<file path="src/rtl/i2a_pkg.sv">
// Package for the integer to ASCII digit converter.
// Request/result types, character constants, state encoding.
// No dependencies.
package i2a_pkg;

    localparam int VALUE_W  = 64;
    localparam int DIGITS   = 20;
    localparam int DIGIT_W  = 4;
    localparam int CHAR_W   = 7;
    localparam int BITCNT_W = $clog2(VALUE_W);
    localparam int DIGCNT_W = $clog2(DIGITS + 1);

    localparam logic [CHAR_W-1:0]  CH_ZERO  = 7'h30;
    localparam logic [CHAR_W-1:0]  CH_LOWA  = 7'h61;
    localparam logic [CHAR_W-1:0]  CH_MINUS = 7'h2D;
    localparam logic [DIGIT_W-1:0] DEC_BASE = 4'd10;

    typedef struct packed {
        logic [VALUE_W-1:0] value;
        logic               base_hex;
        logic               signed_mode;
    } req_t;

    typedef struct packed {
        logic [CHAR_W-1:0] char_code;
        logic              last_char;
    } result_t;

    typedef enum logic [2:0] {
        ST_IDLE,
        ST_CONV,
        ST_SCAN,
        ST_SIGN,
        ST_EMIT
    } state_t;

    function automatic logic [CHAR_W-1:0] digit_char(input logic [DIGIT_W-1:0] d);
        logic [CHAR_W-1:0] c;
        if (d < DEC_BASE)
            c = CH_ZERO + CHAR_W'(d);
        else
            c = CH_LOWA + CHAR_W'(d - DEC_BASE);
        return c;
    endfunction

endpackage

</file>
<file path="src/rtl/integer_to_ascii_digits_top.sv">
// Integer to ASCII digit converter, top level.
// Shift-add-3 binary to BCD (or plain nibble shift for hex), then digit emission.
// Depends on i2a_pkg.
//
// A request is taken when start is high and busy is low; busy then stays high
// until the last character has been shown. The value is shifted into a
// 20-digit register one bit per cycle. Leading zero digits are then dropped
// at one per cycle until the first digit to show is found. Then each
// character, the minus sign first when present, is shown for one cycle with
// strobe high. With start held high the next request is taken in the same
// cycle that busy falls. Results cannot be held off: the receiver must take
// each one in the cycle it appears.
module integer_to_ascii_digits_top (
    input  logic             clk,
    input  logic             rst_n,
    input  logic             start,
    input  i2a_pkg::req_t    req,
    output logic             busy,
    output logic             strobe,
    output i2a_pkg::result_t result
);

    localparam int DREG_W = i2a_pkg::DIGITS * i2a_pkg::DIGIT_W;

    i2a_pkg::state_t state_reg, state_next;

    logic [i2a_pkg::VALUE_W-1:0]  mag_reg, mag_next;
    logic [DREG_W-1:0]            dig_reg, dig_next;
    logic [DREG_W-1:0]            dig_adj;
    logic [i2a_pkg::BITCNT_W-1:0] bit_cnt_reg, bit_cnt_next;
    logic [i2a_pkg::DIGCNT_W-1:0] dig_cnt_reg, dig_cnt_next;
    logic                         neg_reg, neg_next;
    logic                         hex_reg, hex_next;
    logic [i2a_pkg::DIGIT_W-1:0]  top_digit;
    logic                         accept;
    logic                         req_neg;

    assign accept    = start && !busy;
    assign req_neg   = req.signed_mode && req.value[i2a_pkg::VALUE_W-1];
    assign top_digit = dig_reg[DREG_W-1 -: i2a_pkg::DIGIT_W];

    // add-3 correction on every digit >= 5 (decimal only)
    always_comb
    begin
        logic [i2a_pkg::DIGIT_W-1:0] d;
        for (int i = 0; i < i2a_pkg::DIGITS; i++)
        begin
            d = dig_reg[i*i2a_pkg::DIGIT_W +: i2a_pkg::DIGIT_W];
            if (!hex_reg && d >= 4'd5)
                d = d + 4'd3;
            dig_adj[i*i2a_pkg::DIGIT_W +: i2a_pkg::DIGIT_W] = d;
        end
    end

    always_comb
    begin
        state_next = state_reg;
        unique case (state_reg)
            i2a_pkg::ST_IDLE:
            begin
                if (accept)
                    state_next = i2a_pkg::ST_CONV;
            end
            i2a_pkg::ST_CONV:
            begin
                if (bit_cnt_reg == i2a_pkg::BITCNT_W'(i2a_pkg::VALUE_W - 1))
                    state_next = i2a_pkg::ST_SCAN;
            end
            i2a_pkg::ST_SCAN:
            begin
                if (top_digit != '0 || dig_cnt_reg == i2a_pkg::DIGCNT_W'(1))
                    state_next = neg_reg ? i2a_pkg::ST_SIGN : i2a_pkg::ST_EMIT;
            end
            i2a_pkg::ST_SIGN:
            begin
                state_next = i2a_pkg::ST_EMIT;
            end
            i2a_pkg::ST_EMIT:
            begin
                if (dig_cnt_reg == i2a_pkg::DIGCNT_W'(1))
                    state_next = i2a_pkg::ST_IDLE;
            end
            default:
            begin
                state_next = i2a_pkg::ST_IDLE;
            end
        endcase
    end

    always_comb
    begin
        mag_next     = mag_reg;
        dig_next     = dig_reg;
        bit_cnt_next = bit_cnt_reg;
        dig_cnt_next = dig_cnt_reg;
        neg_next     = neg_reg;
        hex_next     = hex_reg;
        unique case (state_reg)
            i2a_pkg::ST_IDLE:
            begin
                if (accept)
                begin
                    mag_next     = req_neg ? (i2a_pkg::VALUE_W'(0) - req.value) : req.value;
                    dig_next     = '0;
                    bit_cnt_next = '0;
                    dig_cnt_next = i2a_pkg::DIGCNT_W'(i2a_pkg::DIGITS);
                    neg_next     = req_neg;
                    hex_next     = req.base_hex;
                end
            end
            i2a_pkg::ST_CONV:
            begin
                dig_next     = {dig_adj[DREG_W-2:0], mag_reg[i2a_pkg::VALUE_W-1]};
                mag_next     = {mag_reg[i2a_pkg::VALUE_W-2:0], 1'b0};
                bit_cnt_next = bit_cnt_reg + 1'b1;
            end
            i2a_pkg::ST_SCAN:
            begin
                if (top_digit == '0 && dig_cnt_reg != i2a_pkg::DIGCNT_W'(1))
                begin
                    dig_next     = dig_reg << i2a_pkg::DIGIT_W;
                    dig_cnt_next = dig_cnt_reg - 1'b1;
                end
            end
            i2a_pkg::ST_SIGN:
            begin
            end
            i2a_pkg::ST_EMIT:
            begin
                dig_next     = dig_reg << i2a_pkg::DIGIT_W;
                dig_cnt_next = dig_cnt_reg - 1'b1;
            end
            default:
            begin
            end
        endcase
    end

    always_comb
    begin
        busy             = (state_reg != i2a_pkg::ST_IDLE);
        strobe           = 1'b0;
        result.char_code = i2a_pkg::digit_char(top_digit);
        result.last_char = 1'b0;
        unique case (state_reg)
            i2a_pkg::ST_SIGN:
            begin
                strobe           = 1'b1;
                result.char_code = i2a_pkg::CH_MINUS;
            end
            i2a_pkg::ST_EMIT:
            begin
                strobe           = 1'b1;
                result.last_char = (dig_cnt_reg == i2a_pkg::DIGCNT_W'(1));
            end
            default:
            begin
            end
        endcase
    end

    always_ff @(posedge clk or negedge rst_n)
    begin
        if (!rst_n)
        begin
            state_reg   <= i2a_pkg::ST_IDLE;
            bit_cnt_reg <= '0;
            dig_cnt_reg <= '0;
            neg_reg     <= 1'b0;
            hex_reg     <= 1'b0;
        end
        else
        begin
            state_reg   <= state_next;
            bit_cnt_reg <= bit_cnt_next;
            dig_cnt_reg <= dig_cnt_next;
            neg_reg     <= neg_next;
            hex_reg     <= hex_next;
        end
    end

    always_ff @(posedge clk)
    begin
        mag_reg <= mag_next;
        dig_reg <= dig_next;
    end

`ifndef SYNTH
    a_strobe_busy: assert property (@(posedge clk) disable iff (!rst_n)
        strobe |-> busy)
        else $error("result strobe while idle");

    a_last_ends: assert property (@(posedge clk) disable iff (!rst_n)
        strobe && result.last_char |=> !busy)
        else $error("still busy after last character");

    a_accept_busy: assert property (@(posedge clk) disable iff (!rst_n)
        accept |=> busy && !strobe)
        else $error("request not taken up");

    a_minus_not_last: assert property (@(posedge clk) disable iff (!rst_n)
        strobe && result.char_code == i2a_pkg::CH_MINUS |-> !result.last_char)
        else $error("minus sign flagged as last");

    a_conv_len: assert property (@(posedge clk) disable iff (!rst_n)
        $rose(state_reg == i2a_pkg::ST_SCAN) |-> $past(state_reg) == i2a_pkg::ST_CONV
            && $past(bit_cnt_reg) == i2a_pkg::BITCNT_W'(i2a_pkg::VALUE_W - 1))
        else $error("conversion ended early");
`endif

endmodule
</file>
<file path="config.mk">
export PLATFORM = sky130hd
export DESIGN_NAME = integer_to_ascii_digits_top
export DESIGN_NICKNAME = d
export VERILOG_FILES = /design/src/rtl/i2a_pkg.sv /design/src/rtl/integer_to_ascii_digits_top.sv
export SDC_FILE = /design/constraint.sdc
export NUM_CORES = 1
export LEC_CHECK = 0
export ABC_AREA = 1
export BUFFER_PORTS_ARGS = -buffer_cell sky130_fd_sc_hd__buf_2
export CORE_MARGIN = 2
export CORE_UTILIZATION = 45
export DETAILED_ROUTE_END_ITERATION = 10
export GPL_TIMING_DRIVEN = 0
export PLACE_DENSITY_LB_ADDON = 0.15
export SKIP_CTS_REPAIR_TIMING = 1
export SLEW_MARGIN = 10
export SYNTH_ARGS = -nofsm -noshare
export SYNTH_HDL_FRONTEND = slang
export SYNTH_SLANG_ARGS = --single-unit
</file>
<file path="constraint.sdc">
create_clock -name clk -period 4.7 [get_ports clk]
set_clock_uncertainty 0.05 [all_clocks]
set_input_delay 0 -clock clk [delete_from_list [all_inputs] [get_ports clk]]
set_output_delay 0 -clock clk [all_outputs]
set_load 0.02 [all_outputs]
</file>
# Word level (Yosys, flattened, before mapping)
# Index checks and enable logic that the tools add are counted.
dict set report totals {
  reg_bits 160
  input_bits 69
  out_inout_bits 10
  word_cells 146
}
dict set report classes {
  addsub 26
  magnitude_cmp 21
  n_eq_ne 12
  muxes 41
  n_reduce_logical 39
}
# cell n
set ops {}
lappend ops {{one-hot mux 80 bit (4 select lines)} 1}
lappend ops {{two-way mux 80 bit} 2}
lappend ops {{two-way mux 64 bit} 2}
lappend ops {{one-hot mux 64 bit (2 select lines)} 1}
lappend ops {{greater-or-equal comparator 4 x 3 -> 1 bit, second input constant} 20}
lappend ops {{adder 4 x 2 -> 4 bit, second input constant} 19}
lappend ops {{two-way mux 4 bit} 19}
lappend ops {{subtractor 1 x 64 -> 64 bit, first input constant} 1}
lappend ops {{logical AND 1 bit} 23}
lappend ops {{two-way mux 3 bit} 6}
lappend ops {{one-hot mux 3 bit (5 select lines)} 1}
lappend ops {{one-hot mux 5 bit (3 select lines)} 1}
lappend ops {{two-way mux 7 bit} 2}
lappend ops {{one-hot mux 6 bit (2 select lines)} 1}
lappend ops {{two-way mux 5 bit} 2}
lappend ops {{inequality test 2 bit, second input constant} 5}
lappend ops {{nonzero test 4 bit} 2}
lappend ops {{adder 6 x 4 -> 7 bit, first input constant} 1}
lappend ops {{adder 6 x 5 -> 7 bit, first input constant} 1}
lappend ops {{adder 6 x 1 -> 6 bit, second input constant} 1}
lappend ops {{equality test 3 x 2 -> 1 bit, second input constant} 2}
lappend ops {{equality test 6 bit, second input constant} 1}
lappend ops {{two-way mux 6 bit} 1}
lappend ops {{AND reduction 3 bit} 2}
lappend ops {{other kinds (18)} 22}

# Depth between registers and ports, before layout
# Gate-level depths: netlist (run 1).
dict set report depth {
  word_depth 5
  mapped_depth 12
  ltp_nobuf 12
}

# Least setup slack after synthesis (run 1)
# Ideal clock, no wire load.
dict set report synth_path {
  path_type {register to register}
  start {register dig_reg[76]}
  end {register dig_reg[0], enable pin}
  setup_ns 0.441
  arrival_ns 2.853
  required_ns 4.209
  setup_slack_ns 1.356
  path_stages_with_launch 9
  n_path_buf 0
  synth_period_minus_slack_ns 3.344
  path_cell_list {edfxtp_1 inv_1 ha_1 inv_1 nor2_1 nand2_1 nand2_1 nand3_1 nand2_1}
}
dict set report synth_between {
  elab_chain_cells 4
}
# item line_no
set synth_rtl {}
lappend synth_rtl {{start, declared} integer_to_ascii_digits_top.sv:28} ;# logic [DREG_W-1:0] dig_reg, dig_next;
lappend synth_rtl {{start signal, assigned} integer_to_ascii_digits_top.sv:185} ;# dig_reg <= dig_next;
lappend synth_rtl {{zero test 4 bit} integer_to_ascii_digits_top.sv:119} ;# if (top_digit == '0 && dig_cnt_reg != i2a_pkg::DIGCNT_W'(1))
lappend synth_rtl {{logical AND 1 bit} integer_to_ascii_digits_top.sv:119}
lappend synth_rtl {{inequality test 2 bit (no source line)} -}
lappend synth_rtl {{AND reduction 3 bit (no source line)} -}
# No other way between the ends.
# A chain may end at the register's enable or synchronous reset.

# Worst setup path in the final report (run 1)
dict set report layout_path {
  start {register state_reg[2]}
  end {register dig_reg[24], enable pin}
}
dict set report layout_between {
  elab_chain_cells 5
  elab_cells_between_ends 11
  cone_classes {5 x eq/ne; 6 x reduce/logical}
}
# item line_no
set layout_rtl {}
lappend layout_rtl {{start, declared} integer_to_ascii_digits_top.sv:25} ;# i2a_pkg::state_t state_reg, state_next;
lappend layout_rtl {{start signal, assigned} integer_to_ascii_digits_top.sv:166} ;# state_reg <= i2a_pkg::ST_IDLE;
lappend layout_rtl {{start signal, assigned} integer_to_ascii_digits_top.sv:174} ;# state_reg <= state_next;
lappend layout_rtl {{nonzero test 3 bit} integer_to_ascii_digits_top.sv:141} ;# busy = (state_reg != i2a_pkg::ST_IDLE);
lappend layout_rtl {{zero test 1 bit} integer_to_ascii_digits_top.sv:38} ;# assign accept = start && !busy;
lappend layout_rtl {{logical AND 1 bit} integer_to_ascii_digits_top.sv:38}
lappend layout_rtl {{inequality test 2 bit (no source line)} -}
lappend layout_rtl {{AND reduction 3 bit (no source line) *} -}
# Mark *: on every way between the ends. The rest lies on a longest branch, timed or not.

==> flow_summary.json, run 1 <==
{
  "status": "finished with violations",
  "violations": "hold timing",
  "synth_cell_types": 38,
  "dr_total_vias": 10443,
  "r2r_start": "state_reg[2]$_DFFE_PN0P_",
  "p_sw_share_pct": 42.9,
  "setup.worst_path.end_class": "flip-flop",
  "dr.pass1.iters": 6,
  "synthXorXnorAreaFrac_pct": 1.58,
  "num_rows": 57,
  "ys_ff_latch": 160,
  "cap_violations": 0,
  "p_seq_share_pct": 37.0,
  "drv_slew": 0,
  "clock_sinks": 160,
  "vdd.ir_drop.worst_uv": 294,
  "drive_gt1_share_pct": 10.6,
  "netlist_top_cells_area": "edfxtp_1, nand2_1, o21ai_0",
  "die_area_sq_mm": 0.0259,
  "wl_mm": 31.0,
  "r2r_slack_ns": 1.94,
  "yosysMostFrequentCell": "nand2_1",
  "p_int_mw": 4.74,
  "grt_pass1_wl_mm": 48.8,
  "startpoint_type": "flip-flop",
  "largest_reg_flops": 80,
  "ant_nets": 0,
  "combPwrFrac_pct": 46.3,
  "root_buffer": "clkbuf_16",
  "crit_path_max_fanout": 51,
  "slew_headroom_pct": 44.0,
  "tns_ns": 0,
  "clk_pin_slew_ns": 0.08,
  "yosys-mux-area-fraction_pct": 0,
  "synth_top_family_by_area": "simple AND/OR/NAND/NOR gates",
  "pre_cts_ws_ns": 1.94,
  "fin_crit_sh_pct": 58.7,
  "overflow": 0,
  "hp-class": "in2reg",
  "via_per_inst": 5.34,
  "antenna_found_initial": 0,
  "rr_worst_depth": 6,
  "drc": 0,
  "cts_max_path_buffers": 2,
  "grt_pass1_vias": 9589,
  "finalHoldWorstSlack_ns": -0.0480,
  "port_buffers": 78,
  "netlist_instances": 1465,
  "fp.dieH_microns": 161,
  "synth_area_sq_mm": 0.0111,
  "synth_edf_count": 144,
  "htreeDepth": 4,
  "syn_to_final_growth_pct": 17.9,
  "clock.fmax_mhz": 363,
  "p_clk_share_pct": 16.7,
  "hold_end": "mag_reg[16]$_DFFE_PP_",
  "syn_nets": 1582,
  "synth_fa_ha_area_share_pct": 5.43,
  "worst_pin_slew_ns": 0.841,
  "synth_area_leader_cell": "edfxtp_1",
  "layout_min_cycle_time_ns": 2.76,
  "clock_latency_ns": 0.44,
  "hold_viol_final": 14,
  "ys_warn_count": 0,
  "first_iter_violations": 868,
  "synth-compound-area-share_pct": 14.5,
  "cts_tree": "yes",
  "synthFlopType": "edfxtp_1",
  "finalSetupViolCount": 0,
  "avgSynthCellArea_sq_um": 7.55,
  "die_x_microns": 161,
  "powerDensity_mw_per_mm2": 637,
  "synth.yosys.seq_area_share_pct": 42.7,
  "grt_max_degree": 57,
  "dp_hpwl_mm": 22.6,
  "core_sq_mm": 0.0242,
  "cts_buffers": 17,
  "gp_congestion": 0.952,
  "synth_simple_gate_area_share_pct": 27.4,
  "p_leak_nw": 5.94,
  "nets": 1734,
  "async_reset_ff_share_pct": 10.0,
  "yosys-top-cells-count": "nand2_1, o21ai_0, inv_1",
  "wl_per_cell_microns": 15.9,
  "yosysTopAreaCellShare_pct": 39.1,
  "rsz0062_at_grt": "false",
  "ioPinCount": 79,
  "worst_ep_arrival_time_ns": 2.86,
  "antenna_cells": 0,
  "crit_type": "reg2reg",
  "rr_endpoint": "dig_reg[24]$_DFFE_PP_",
  "worstHoldPathCells": 3,
  "p_switching_mw": 3.56,
  "setup_slack_ns": 1.94,
  "grt_usage_pct": 23.9,
  "crit_required_ns": 4.81,
  "worstHoldStart": "req[18]",
  "finalPower_mw": 8.30,
  "initial_core_util_pct": 45.6
}
final cells by class:
cell class              count  area, sq um
inverters                 188          708
well taps                 324          405
repair buffers            133          976
clock inverters            15          163
flip-flops and latches    160         4720
clock buffers              17          425
plain buffers              40          213
fillers                  2380        11200
multi-input cells        1077         5430
layout by cell type (no fill, tap or decap), types with 17 or more instances in the layout:
cell type        n
buf_2           95
clkbuf_16       17
dlygate4sd3_1   53
nor2_1         125
nand3_1        126
inv_1          183
nand2_1        385
nor3_1          21
ha_1            48
o22ai_1         38
o21ai_0        203
a21oi_1         35
edfxtp_1       144
routing by layer:
metal / part of all wire (%) / wire, microns / global-route usage [%]
met1: 45 / 13900 / 31.8
met2: 48 / 15000 / 40.0
met3: 4.6 / 1430 / 3.05
met4: 2.5 / 770 / 8.85
met5: 0 / 0 / 0
power groups by stage:
stage	clock, mW	sequential (mW)	combinational, mW
6_report	1.39	3.07	3.84
5_1_grt	1.47	3.16	4.44
4_1_cts	1.41	3.07	3.80
3_5_place_dp	0	3.09	3.78
3_3_place_gp	0	3.12	3.63
2_1_floorplan	0	3.01	2.78
how the worst max path moves through the flow:
stage	start	slack (ns)	cells past startpoint	endpoint
2_1_floorplan	dig_reg[76]$_DFFE_PP_	1.36	8	dig_reg[0]$_DFFE_PP_
3_3_place_gp	state_reg[2]$_DFFE_PN0P_	-0.16	5	dig_reg[31]$_DFFE_PP_
3_5_place_dp	state_reg[2]$_DFFE_PN0P_	1.94	6	dig_reg[32]$_DFFE_PP_
4_1_cts	state_reg[2]$_DFFE_PN0P_	1.93	6	dig_reg[24]$_DFFE_PP_
5_1_grt	state_reg[2]$_DFFE_PN0P_	1.81	6	dig_reg[23]$_DFFE_PP_
6_report	state_reg[2]$_DFFE_PN0P_	1.94	6	dig_reg[24]$_DFFE_PP_
kinds of logic (layout without fill, tap and decap cells):
| logic type | after synthesis | after routing |
|---|---|---|
| AOI/OAI and AO/OA | 301 | 301 |
| DFF | 160 | 160 |
| and+or+nand+nor | 708 | 708 |
| xor gates and xnor gates | 20 | 20 |
| adders and majority gates | 48 | 48 |
| buffers and inverters | 228 | 393 |
per-stage QoR:
step | instances | util [%] | cell area (sq um)
final | 1954 | 53.8 | 13000
after global routing | 1954 | 53.8 | 13000
after CTS | 1901 | 51.6 | 12500
after detailed placement | 1869 | 49.2 | 11900
after global placement | 1867 | 48.9 | 11900
after floorplan | 1465 | - | 11100
critical path, stage by stage, from the launching register on:
cell      delay, ns
dfrtp_1        0.41
nor2_1         0.09
nand2_1        0.16
buf_2          0.30
clkbuf_1       0.65
nand2_4        0.44
buf_16         0.35
(Power assumes the default switching activity.)
==> run 2: changes to the inputs <==
--- a/config.mk
+++ b/config.mk
@@ -5,7 +5,7 @@
 export SDC_FILE = /design/constraint.sdc
 export NUM_CORES = 1
 export LEC_CHECK = 0
-export ABC_AREA = 1
+export ABC_AREA = 0
 export BUFFER_PORTS_ARGS = -buffer_cell sky130_fd_sc_hd__buf_2
 export CORE_MARGIN = 2
 export CORE_UTILIZATION = 45
==> constraint.sdc (replaced) <==
create_clock -name clk -period 2.9 [get_ports clk]
set_clock_uncertainty 0.05 [all_clocks]
set_input_delay 0 -clock clk [delete_from_list [all_inputs] [get_ports clk]]
set_output_delay 0 -clock clk [all_outputs]
set_load 0.02 [all_outputs]
==> flow_summary.json, run 2 <==
{
  "crit_type": "reg2reg",
  "crit_required_ns": 2.92,
  "p_int_mw": 7.76,
  "worst_ep_arrival_time_ns": 2.79,
  "cts_buffers": 17,
  "syn_nets": 1208,
  "dp_hpwl_mm": 19.5,
  "route.met2.wl_mm": 14.1,
  "initial_core_util_pct": 45.9,
  "crit_path_max_incr_delay_ns": 0.65,
  "first_iter_violations": 504,
  "largest_reg_flops": 80,
  "clk_pin_slew_ns": 0.06,
  "via_per_inst": 5.77,
  "fillCellCount": 2033,
  "drive_gt1_share_pct": 11.0,
  "async_reset_ff_share_pct": 10.0,
  "ys_ff_latch": 160,
  "seqCellArea_sq_mm": 0.00472,
  "synth_cell_types": 53,
  "dr_total_vias": 8789,
  "setup.worst_path.end_class": "flip-flop",
  "top_layer_used": "met5",
  "clock_sinks": 160,
  "violations": "hold timing",
  "gp_congestion": 0.894,
  "layout_commonest_cell": "edfxtp_1",
  "pre_cts_ws_ns": -0.294,
  "dr.pass1.iters": 5,
  "fp.dieH_microns": 156,
  "yosysMostFrequentCell": "edfxtp_1",
  "ant_nets": 0,
  "avgSynthCellArea_sq_um": 9.52,
  "grt_pass1_wl_mm": 44.9,
  "rsz0062_at_grt": "true",
  "nets": 1343,
  "hp-class": "in2reg",
  "synth_area_leader_cell": "edfxtp_1",
  "combPwrFrac_pct": 37.3,
  "clock_latency_ns": 0.44,
  "yosysTopAreaCellShare_pct": 41.6,
  "slowest_stage": "or2_4",
  "route.met3.wl_mm": 1.55,
  "netlist_top_cells_area": "edfxtp_1, ha_1, o21ai_0",
  "grt_usage_pct": 23.8,
  "p_sw_share_pct": 34.9,
  "worstHoldPathCells": 3,
  "cap_violations": 0,
  "slew_headroom_pct": 44.3,
  "path_cells": "clkbuf_1, inv_1, and3_1, clkbuf_1, or2_4",
  "p_leak_nw": 4.80,
  "rr_worst_depth": 5,
  "layout_common_cells": "edfxtp_1, o21ai_0, nand2_1, nor2_1, a21oi_1",
  "antenna_cells": 0,
  "worst_pin_slew_ns": 0.836,
  "finalSetupViolCount": 0,
  "hold_viol_final": 20,
  "p_clk_share_pct": 20.6,
  "overflow": 0,
  "ys_warn_count": 0,
  "grt_pass1_vias": 8384,
  "die_area_sq_mm": 0.0243,
  "synth_edf_count": 144,
  "crit_path_max_fanout": 40,
  "netlist_instances": 1091,
  "root_buffer": "clkbuf_16",
  "core_sq_mm": 0.0226,
  "wl_mm": 28.7,
  "drt-met1-wl_mm": 12.6,
  "synth_area_sq_mm": 0.0104,
  "cp_num_buf_inv": 3,
  "num_rows": 55,
  "syn_to_final_growth_pct": 17.3,
  "vdd.ir_drop.worst_uv": 389,
  "finalPower_mw": 11.9,
  "grt_max_degree": 81,
  "drv_slew": 0,
  "crit_top_cell": "clkbuf_1",
  "htreeDepth": 4,
  "fin_crit_sh_pct": 95.7,
  "cts_tree": "yes",
  "synth.yosys.seq_area_share_pct": 45.5,
  "die_x_microns": 156,
  "port_buffers": 78,
  "antenna_found_initial": 2,
  "powerDensity_mw_per_mm2": 979,
  "utilization_pct": 53.8,
  "setup_slack_ns": 0.126,
  "p_seq_share_pct": 42.1,
  "ioPinCount": 79,
  "finalHoldWorstSlack_ns": -0.0361,
  "drc": 0,
  "crit_cells": 5,
  "clock.fmax_mhz": 360,
  "yosys-top-cells-count": "edfxtp_1, o21ai_0, nand2_1",
  "synthFlopType": "edfxtp_1",
  "cts_max_path_buffers": 2,
  "crit_family": "buffers and inverters",
  "wl_per_cell_microns": 18.8,
  "multi_input_area_sq_mm": 0.00531,
  "startpoint_type": "flip-flop",
  "layout_min_cycle_time_ns": 2.77,
  "status": "finished with violations",
  "p_switching_mw": 4.16
}
## run 2: changes by cell type after synthesis, sizes merged, moves of 21 or more
cell and change:
xnor2 +50, nor2 -45, o22ai -38, o21ai -103, nand3 -105, nand2 -282, nor4 +27, nand2b +21
a21oi +58, inv -136, xor2 +33, a21o +21, clkbuf +28, or4 +30
## run 2: power by group through the flow
stage,sequential [mW],clock (mW),combinational (mW)
6_report,5.02,2.46,4.44
5_1_grt,5.18,2.58,5.08
4_1_cts,5.01,2.49,4.41
3_5_place_dp,5.03,0,4.36
3_3_place_gp,5.03,0,4.24
2_1_floorplan,4.76,0,3.48
## run 2: cell type report
type	count	area share (%)
Inverter	52	1.60
Buffer	49	1.54
Tap cell	285	2.93
Multi-Input combinational cell	831	43.6
Clock inverter	10	1.53
Sequential cell	160	38.8
Clock buffer	22	3.65
Timing Repair Buffer	115	6.39
## run 2: worst register-to-register path, stage by stage, from the launching register on
cell,delay (ns)
dfrtp_1,0.36
clkbuf_1,0.19
inv_1,0.20
and3_1,0.33
clkbuf_1,0.60
or2_4,0.65
## run 2: path summary, 6_finish.rpt
kind / start / slack (ns) / end
max: state_reg[2]$_DFFE_PN0P_ / 0.13 / dig_reg[29]$_DFFE_PP_
min: req[55] / -0.04 / mag_reg[53]$_DFFE_PP_
max reg2reg: state_reg[2]$_DFFE_PN0P_ / 0.13 / dig_reg[29]$_DFFE_PP_
min reg2reg: bit_cnt_reg[3]$_DFFE_PN0P_ / 0.45 / bit_cnt_reg[3]$_DFFE_PN0P_
max in group asynchronous: rst_n / 1.09 / bit_cnt_reg[1]$_DFFE_PN0P_
min in group asynchronous: rst_n / 0.47 / dig_cnt_reg[0]$_DFFE_PN0P_
## run 2: stage by stage
step           cells  instance area (sq um)  hold WS (ns)  TNS [ns]
4_1_cts         1487                  11800        -0.565    -25.55
5_1_grt         1524                  12200       0.00228    -0.230
3_5_place_dp    1455                  11200        -0.105    -23.09
6_report        1524                  12200       -0.0361         0
3_3_place_gp    1454                  11100        -0.109    -29.31
2_1_floorplan   1091                  10400        -0.346         0
## run 2: cell families after synthesis
logic type                 share of synthesized area (%)
and+or+nand+nor                                     18.2
DFF                                                 45.5
xor gates and xnor gates                            8.68
muxes                                              0.783
adders and majority gates                           5.78
buffers and inverters                               3.65
AOI/OAI and AO/OA                                   17.4
## run 2: per-layer routing
metal / track usage, % / vias up
met2: 41.9 / 252
met5: 0 / -
met1: 30.8 / 4240
met3: 3.97 / 36
li1: - / 4257
met4: 5.64 / 4
